--- config.mk ---
export PLATFORM = sky130hd
export DESIGN_NAME = gtg_scale
export DESIGN_NICKNAME = d
export VERILOG_FILES = /design/src/rtl/core/gtg_pkg.sv /design/src/rtl/core/gtg_scale.sv
export SDC_FILE = /design/constraint.sdc
export NUM_CORES = 2
export LEC_CHECK = 0
export BUFFER_PORTS_ARGS = -buffer_cell sky130_fd_sc_hd__clkbuf_2
export CORE_UTILIZATION = 60
export CTS_CLUSTER_SIZE = 10
export DETAILED_ROUTE_END_ITERATION = 16
export GPL_TIMING_DRIVEN = 0
export PLACE_DENSITY_LB_ADDON = 0.3
export SYNTH_ARGS = -nofsm -noshare
export SYNTH_HDL_FRONTEND = slang
export SYNTH_SLANG_ARGS = --single-unit
export TNS_END_PERCENT = 5
--- constraint.sdc ---
create_clock -name clk -period 7.8 [get_ports clk]
set_clock_uncertainty 0.05 [all_clocks]
set_input_delay 1.95 -clock clk [delete_from_list [all_inputs] [get_ports clk]]
set_output_delay 1.95 -clock clk [all_outputs]
set_load 0.02 [all_outputs]
--- src/rtl/core/gtg_pkg.sv ---
`default_nettype none
package gtg_pkg;

  localparam int CORDIC_STEPS = 16;
  localparam int MAX_STEPS    = 24;
  localparam int NSTEPS       = (CORDIC_STEPS > MAX_STEPS) ? MAX_STEPS : CORDIC_STEPS;

  // Rotation datapath width: 17-bit offset, 8 guard bits, growth below 2x.
  localparam int RW = 28;
  // Angle width, Q.28 radians with headroom for the pi fold.
  localparam int ZW = 32;
  // Vectoring datapath width: lin values up to 27 bits, 8 guard bits, growth.
  localparam int VW = 48;

  localparam logic signed [ZW-1:0] PI_Q28      = 32'sd843314856;
  localparam logic signed [ZW-1:0] HALF_PI_Q28 = 32'sd421657428;
  localparam logic [23:0]          GAIN_K_Q24  = 24'd10188014;

  localparam logic [1:0] ST_NO_POSE = 2'd0;
  localparam logic [1:0] ST_REACHED = 2'd1;
  localparam logic [1:0] ST_DRIVE   = 2'd2;

  localparam logic [1:0] REG_TOL  = 2'd0;
  localparam logic [1:0] REG_LIN  = 2'd1;
  localparam logic [1:0] REG_ANG  = 2'd2;

  typedef struct packed {
    logic signed [15:0] goal_x;
    logic signed [15:0] goal_y;
    logic signed [15:0] pose_x;
    logic signed [15:0] pose_y;
    logic signed [15:0] pose_heading;
    logic               pose_valid;
  } in_word_t;

  typedef struct packed {
    logic [1:0]         status;
    logic signed [15:0] forward_speed;
    logic signed [15:0] turn_rate;
  } out_word_t;

  typedef struct packed {
    logic [14:0] goal_tolerance;
    logic [11:0] linear_gain;
    logic [11:0] angular_gain;
  } cfg_t;

  function automatic logic signed [ZW-1:0] atan_q28(input int i);
    logic signed [ZW-1:0] r;
    case (i)
      0: r = 32'sd210828714;
      1: r = 32'sd124459457;
      2: r = 32'sd65760959;
      3: r = 32'sd33381289;
      4: r = 32'sd16755422;
      5: r = 32'sd8385879;
      6: r = 32'sd4193961;
      7: r = 32'sd2097109;
      8: r = 32'sd1048571;
      9: r = 32'sd524287;
      default: r = 32'sd1 <<< (28 - i);
    endcase
    return r;
  endfunction

  function automatic logic signed [15:0] sat16(input logic signed [47:0] v);
    logic signed [15:0] r;
    if (v > 48'sd32767) r = 16'sh7fff;
    else if (v < -48'sd32768) r = 16'sh8000;
    else r = v[15:0];
    return r;
  endfunction

endpackage
`default_nettype wire

--- src/rtl/core/gtg_scale.sv ---
`default_nettype none
// K scaling and linear gain, each in its own multiply stage, then a rounding stage.
module gtg_scale (
  input  wire logic                     clk,
  input  wire logic                     rst,
  input  wire logic                     i_valid,
  input  wire logic                     i_drive,
  input  wire logic [1:0]               i_status,
  input  wire logic signed [gtg_pkg::RW-1:0] i_x,
  input  wire logic signed [gtg_pkg::RW-1:0] i_y,
  input  wire logic [11:0]              lin_gain,
  output logic                          o_valid,
  output logic                          o_drive,
  output logic [1:0]                    o_status,
  output logic signed [47:0]            o_lx,
  output logic signed [47:0]            o_ly
);
  import gtg_pkg::*;

  logic v1, d1, v2, d2;
  logic [1:0] s1, s2;
  logic signed [52:0] px, py;
  logic signed [21:0] tx, ty;
  logic signed [34:0] qx, qy;

  assign tx = 22'((px + 53'sd2147483648) >>> 32);
  assign ty = 22'((py + 53'sd2147483648) >>> 32);

  always_ff @(posedge clk) begin
    if (rst) begin
      v1 <= 1'b0; v2 <= 1'b0; o_valid <= 1'b0;
    end else begin
      v1 <= i_valid; v2 <= v1; o_valid <= v2;
    end
    d1 <= i_drive; s1 <= i_status;
    px <= 53'(i_x) * $signed({1'b0, GAIN_K_Q24});
    py <= 53'(i_y) * $signed({1'b0, GAIN_K_Q24});
    d2 <= d1; s2 <= s1;
    qx <= 35'(tx) * $signed({1'b0, lin_gain});
    qy <= 35'(ty) * $signed({1'b0, lin_gain});
    o_drive <= d2; o_status <= s2;
    o_lx <= 48'((qx + 35'sd128) >>> 8);
    o_ly <= 48'((qy + 35'sd128) >>> 8);
  end
endmodule
`default_nettype wire

* After elaboration in Yosys (flattened, before gate mapping)
Index checks and enable logic that the tools add are counted.
** Storage, ports and cells
- Flip-flop bits (word level) :: 238
- Input bits :: 74
- Output and inout port bits :: 100
- Word-level logic and storage cells :: 23
** Cells by class
- $add $sub $neg :: 4
- $mul :: 4
** Operators by type and width (number)
- $add 53x33->53 const B :: 2
- $mul 28x24->52 const B :: 2
- $add 34x9->35 const B :: 2
- $mul 21x13->34 :: 2

* Longest topological paths before layout
- Depth in word-level cells :: 2
- Gate-level depth with buffers :: 27
- Mapped depth without buffers :: 26

* Worst setup path after synthesis
Ideal clock, no wire load.
- Path type :: input to register
- From :: input port i_x[26] (netlist bit)
- To :: register px[45]
- Setup time :: 0.122 ns
- Arrival time :: 7.632 ns
- Required time :: 7.628 ns
- Path slack :: -0.004 ns
- Stages :: 22
- Path buffers :: 0
- Cells stage by stage :: inv_1 ha_1 xor2_1 fa_1 fa_1 fa_1 inv_1 fa_1 fa_1 inv_1 fa_1 inv_1 ha_1 a21o_1 o21bai_1 a311oi_1 o21ai_0 a21oi_1 o41ai_4 a21o_1 a311o_1 xor2_1
** On the way
- Cells in the longest elaborated chain, start to end :: 1
** Ends and longest elaborated chain
- start, declared :: line gtg_scale.sv:9 : input wire logic signed [gtg_pkg::RW-1:0] i_x,
- $mul 28x24->52 :: line gtg_scale.sv:36 : px <= 53'(i_x) * $signed({1'b0, GAIN_K_Q24});
- end signal, assigned :: line gtg_scale.sv:36
- end, declared :: line gtg_scale.sv:22 : logic signed [52:0] px, py;
Every way passes these cells.
A chain may end at the register's enable or synchronous reset.

* Final worst setup path
- From :: input port i_y[9] (netlist bit)
- To :: register py[52]
** On the way
- Cells in the longest elaborated chain, start to end :: 1
** Ends and longest elaborated chain
- start, declared :: line gtg_scale.sv:10 : input wire logic signed [gtg_pkg::RW-1:0] i_y,
- $mul 28x24->52 :: line gtg_scale.sv:37 : py <= 53'(i_y) * $signed({1'b0, GAIN_K_Q24});
- end signal, assigned :: line gtg_scale.sv:37
- end, declared :: line gtg_scale.sv:22
Every way passes these cells.

==> flow_metrics.py <==
metrics = {
    "outcome": {
        "status": "finished, violations left",
        "violations": "negative setup slack",
    },
    "detailed_routing": {
        "dr.pass1.iters": 5,
        "dr_total_vias": 35367,
        "drc": 0,
        "avgRoutedWirePerCell_um": 18.7,
        "drt_wl_total_mm": 125,
        "ant_nets": 0,
        "first_iter_violations": 2021,
        "vias_per_cell": 5.31,
    },
    "yosys": {
        "synth_seq_cells": 164,
        "ys.flop_type": "dfxtp_1",
        "avgSynthCellArea_um2": 9.64,
        "synth_most_common_cell": "inv_1",
        "synth_simple_gate_area_frac": 0.0918,
        "synthArstFlopShare": 0,
        "synth_edf_count": 0,
        "synth.top_cell.area_share": 0.428,
        "synth-xor-area-share": 0.0529,
        "synth_common_cells": "inv_1 (1507), fa_1 (1092), ha_1 (750)",
        "synth_warnings": 0,
        "synth.net_count": 7217,
        "synth_top_cell_by_area": "fa_1",
        "synthCells": 5301,
        "synth_compound_area_frac": 0.0540,
        "syn-cell-area_um2": 51100,
        "synth_mux_area_frac": 0.00122,
        "yosysSeqAreaShare": 0.0642,
        "synth-adder-area-share": 0.611,
        "synth.distinct_cells": 69,
        "synth_top_family_by_area": "adder cells",
        "synth_area_leaders": "fa_1 (43%), ha_1 (18%), inv_1 (11%)",
    },
    "critical_path": {
        "reg2reg_to": "qx[33]",
        "critPathMaxFanout": 11,
        "cp_data_required_time_ns": 8.09,
        "reg2reg_slack_ns": 0.31,
        "start_kind": "primary input",
        "crit_type": "in -> reg",
        "worstPathArrival_ns": 8.09,
        "reg2reg_depth": 27,
        "worstSetupEndpoint": "py[52]",
        "startpoint": "i_y[9]",
        "r2r-start": "px[35]",
        "critPathCaptureType": "flop",
    },
    "timing": {
        "tightest_slew_ns": 0.850,
        "slew_headroom": 0.428,
        "setup_viol": 1,
        "fin_crit_sh": 1.00,
        "slew_viol_final": 0,
        "fmax_ghz": 0.128,
        "min_period_ns": 7.80,
        "fin_ws_ns": -0.00103,
        "timing_hold_violations_final": 0,
        "rsz0062_at_grt": "true",
    },
    "global_routing": {
        "grt-ovfl-total": 0,
        "grt_max_degree": 56,
        "grt_pass1_wl_mm": 201,
        "grt_usage": 0.300,
        "antenna_found_initial": 2,
        "grt_pass1_vias": 38740,
    },
    "cells_and_area": {
        "drive_gt1_frac": 0.0825,
        "post-route-util": 0.659,
        "final_cells": 6659,
        "area_delta_synth_final_pct": 8.29,
        "layout.nets": 7428,
    },
    "floorplanning": {
        "start_util": 0.609,
        "fp.dieArea_um2": 86400,
        "core_um2": 84000,
        "die_h_um": 294,
        "row_count": 106,
        "pin_count": 174,
        "die_w_um": 294,
    },
    "clock_network": {
        "cts_htree_levels": 4,
        "numClockSinks": 164,
        "clock-root-buffer": "clkbuf_16",
        "hold_buffers": 0,
        "clk_path_buf_depth": 2,
        "cts_tree": "yes",
        "clk_pin_slew_worst_paths_ns": 0.07,
        "insertion_delay_ns": 0.46,
        "cts-buffers-inserted": 17,
    },
    "place": {
        "dpl.cell_count": 6604,
        "io_buffers": 169,
        "dp_hpwl_mm": 106,
        "place_ws_ns": -1.81,
        "gp_congestion": 0.974,
    },
    "run": {
        "max-cap-violations": 0,
    },
    "worst_hold_path": {
        "hp-class": "reg -> reg",
    },
}
[critical path: stages]
cell	delay, ns
clkbuf_4	0.27
ha_4	0.25
clkbuf_4	0.18
xor2_2	0.22
ha_1	0.22
a21o_1	0.17
fa_1	0.53
fa_1	0.49
fa_1	0.51
fa_1	0.50
inv_1	0.05
fa_1	0.53
inv_1	0.10
ha_4	0.23
o21a_1	0.23
o2111ai_4	0.26
nor2_4	0.07
a2bb2oi_4	0.23
o211ai_1	0.22
a21oi_2	0.27
nor3_1	0.10
a2111oi_2	0.37
xnor2_1	0.14
[final cells by class]
cell class | count | area [um^2]
Tap cell | 1134 | 1420
Clock buffer | 18 | 429
Antenna cell | 1 | 2.50
Clock inverter | 13 | 174
Fill cell | 6659 | 28600
Inverter | 1507 | 5660
Buffer | 146 | 742
Timing Repair Buffer | 193 | 1290
Sequential cell | 164 | 3280
Multi-Input combinational cell | 3483 | 42400
[cells by family after synthesis]
logic type,Yosys count
buffers and inverters,1654
flip-flops,164
multiplexers,6
adder cells (fa/ha/maj),1842
AND/OR/NAND/NOR,921
XOR/XNOR,307
AO/OA/AOI/OAI,407
[placed cells by master, fill, tap and decap left out, types with 7 or more instances in the layout]
cell and count:
inv_2 9, and4_1 10, clkbuf_8 8, nor2_1 104
fa_2 24, a211oi_1 9, o21a_1 23, nand2b_1 8
nand2_1 309, inv_1 1496, a21oi_1 100, buf_4 71
and2_1 308, clkbuf_16 19, nor3_1 15, dfxtp_1 164
nand3_1 56, o21ai_0 58, ha_2 13, fa_1 1068
xor2_2 11, clkbuf_1 81, buf_6 7, clkinvlp_4 7
ha_4 36, nor2b_1 22, a21o_1 108, or2_2 17
clkbuf_4 22, clkbuf_2 140, xnor2_1 171, xor2_1 124
o21bai_1 10, ha_1 701, nand4_1 32, and3_1 17
[stage by stage]
| stage | hold WS (ns) | TNS (ns) | instance area, um^2 |
|---|---|---|---|
| after floorplan | 0.260 | 0 | 51100 |
| after global placement | 0.261 | -55.46 | 53400 |
| after detailed placement | 0.262 | -59.72 | 53400 |
| after CTS | 0.278 | -0.00715 | 54600 |
| after global routing | 0.280 | -1.26 | 55400 |
| final | 0.276 | -0.00103 | 55400 |
[how the worst min path moves through the flow]
stage,start,endpoint,slack [ns],depth (start not counted)
after floorplan,d1,d2,0.26,0
after global placement,s2[1],o_status[1],0.26,0
after detailed placement,s2[0],o_status[0],0.26,0
after CTS,s2[0],o_status[0],0.28,0
after global routing,s1[1],s2[1],0.28,0
final,s2[1],o_status[1],0.28,0
[layer usage]
metal	vias to the layer above	global-route usage	part of all wire
li1	16159	-	-
met1	17828	0.377	0.40
met2	1065	0.525	0.50
met3	313	0.0388	0.056
met4	2	0.115	0.042
met5	-	0	0.000088
[state kept, by name, indices dropped and copies added (netlist names)]
name / flops
o_lx: 27
o_ly: 27
qx: 27
qy: 27
px: 22
py: 22
o_status: 2
s1: 2
s2: 2
d1: 1
d2: 1
o_drive: 1
o_valid: 1
v1: 1
v2: 1
[what timing repair did]
| action | CTS | global route |
|---|---|---|
| buffers inserted | 10 | 13 |
| pin swaps | 24 | 66 |
| hold endpoints to repair | 0 | 0 |
| setup endpoints to repair | 45 | 42 |
| gates cloned | 1 | 2 |
| resized for setup | 127 | 180 |
Power is not shown: default switching activity piles up to over one toggle a cycle in this logic, so the estimate is an artifact.
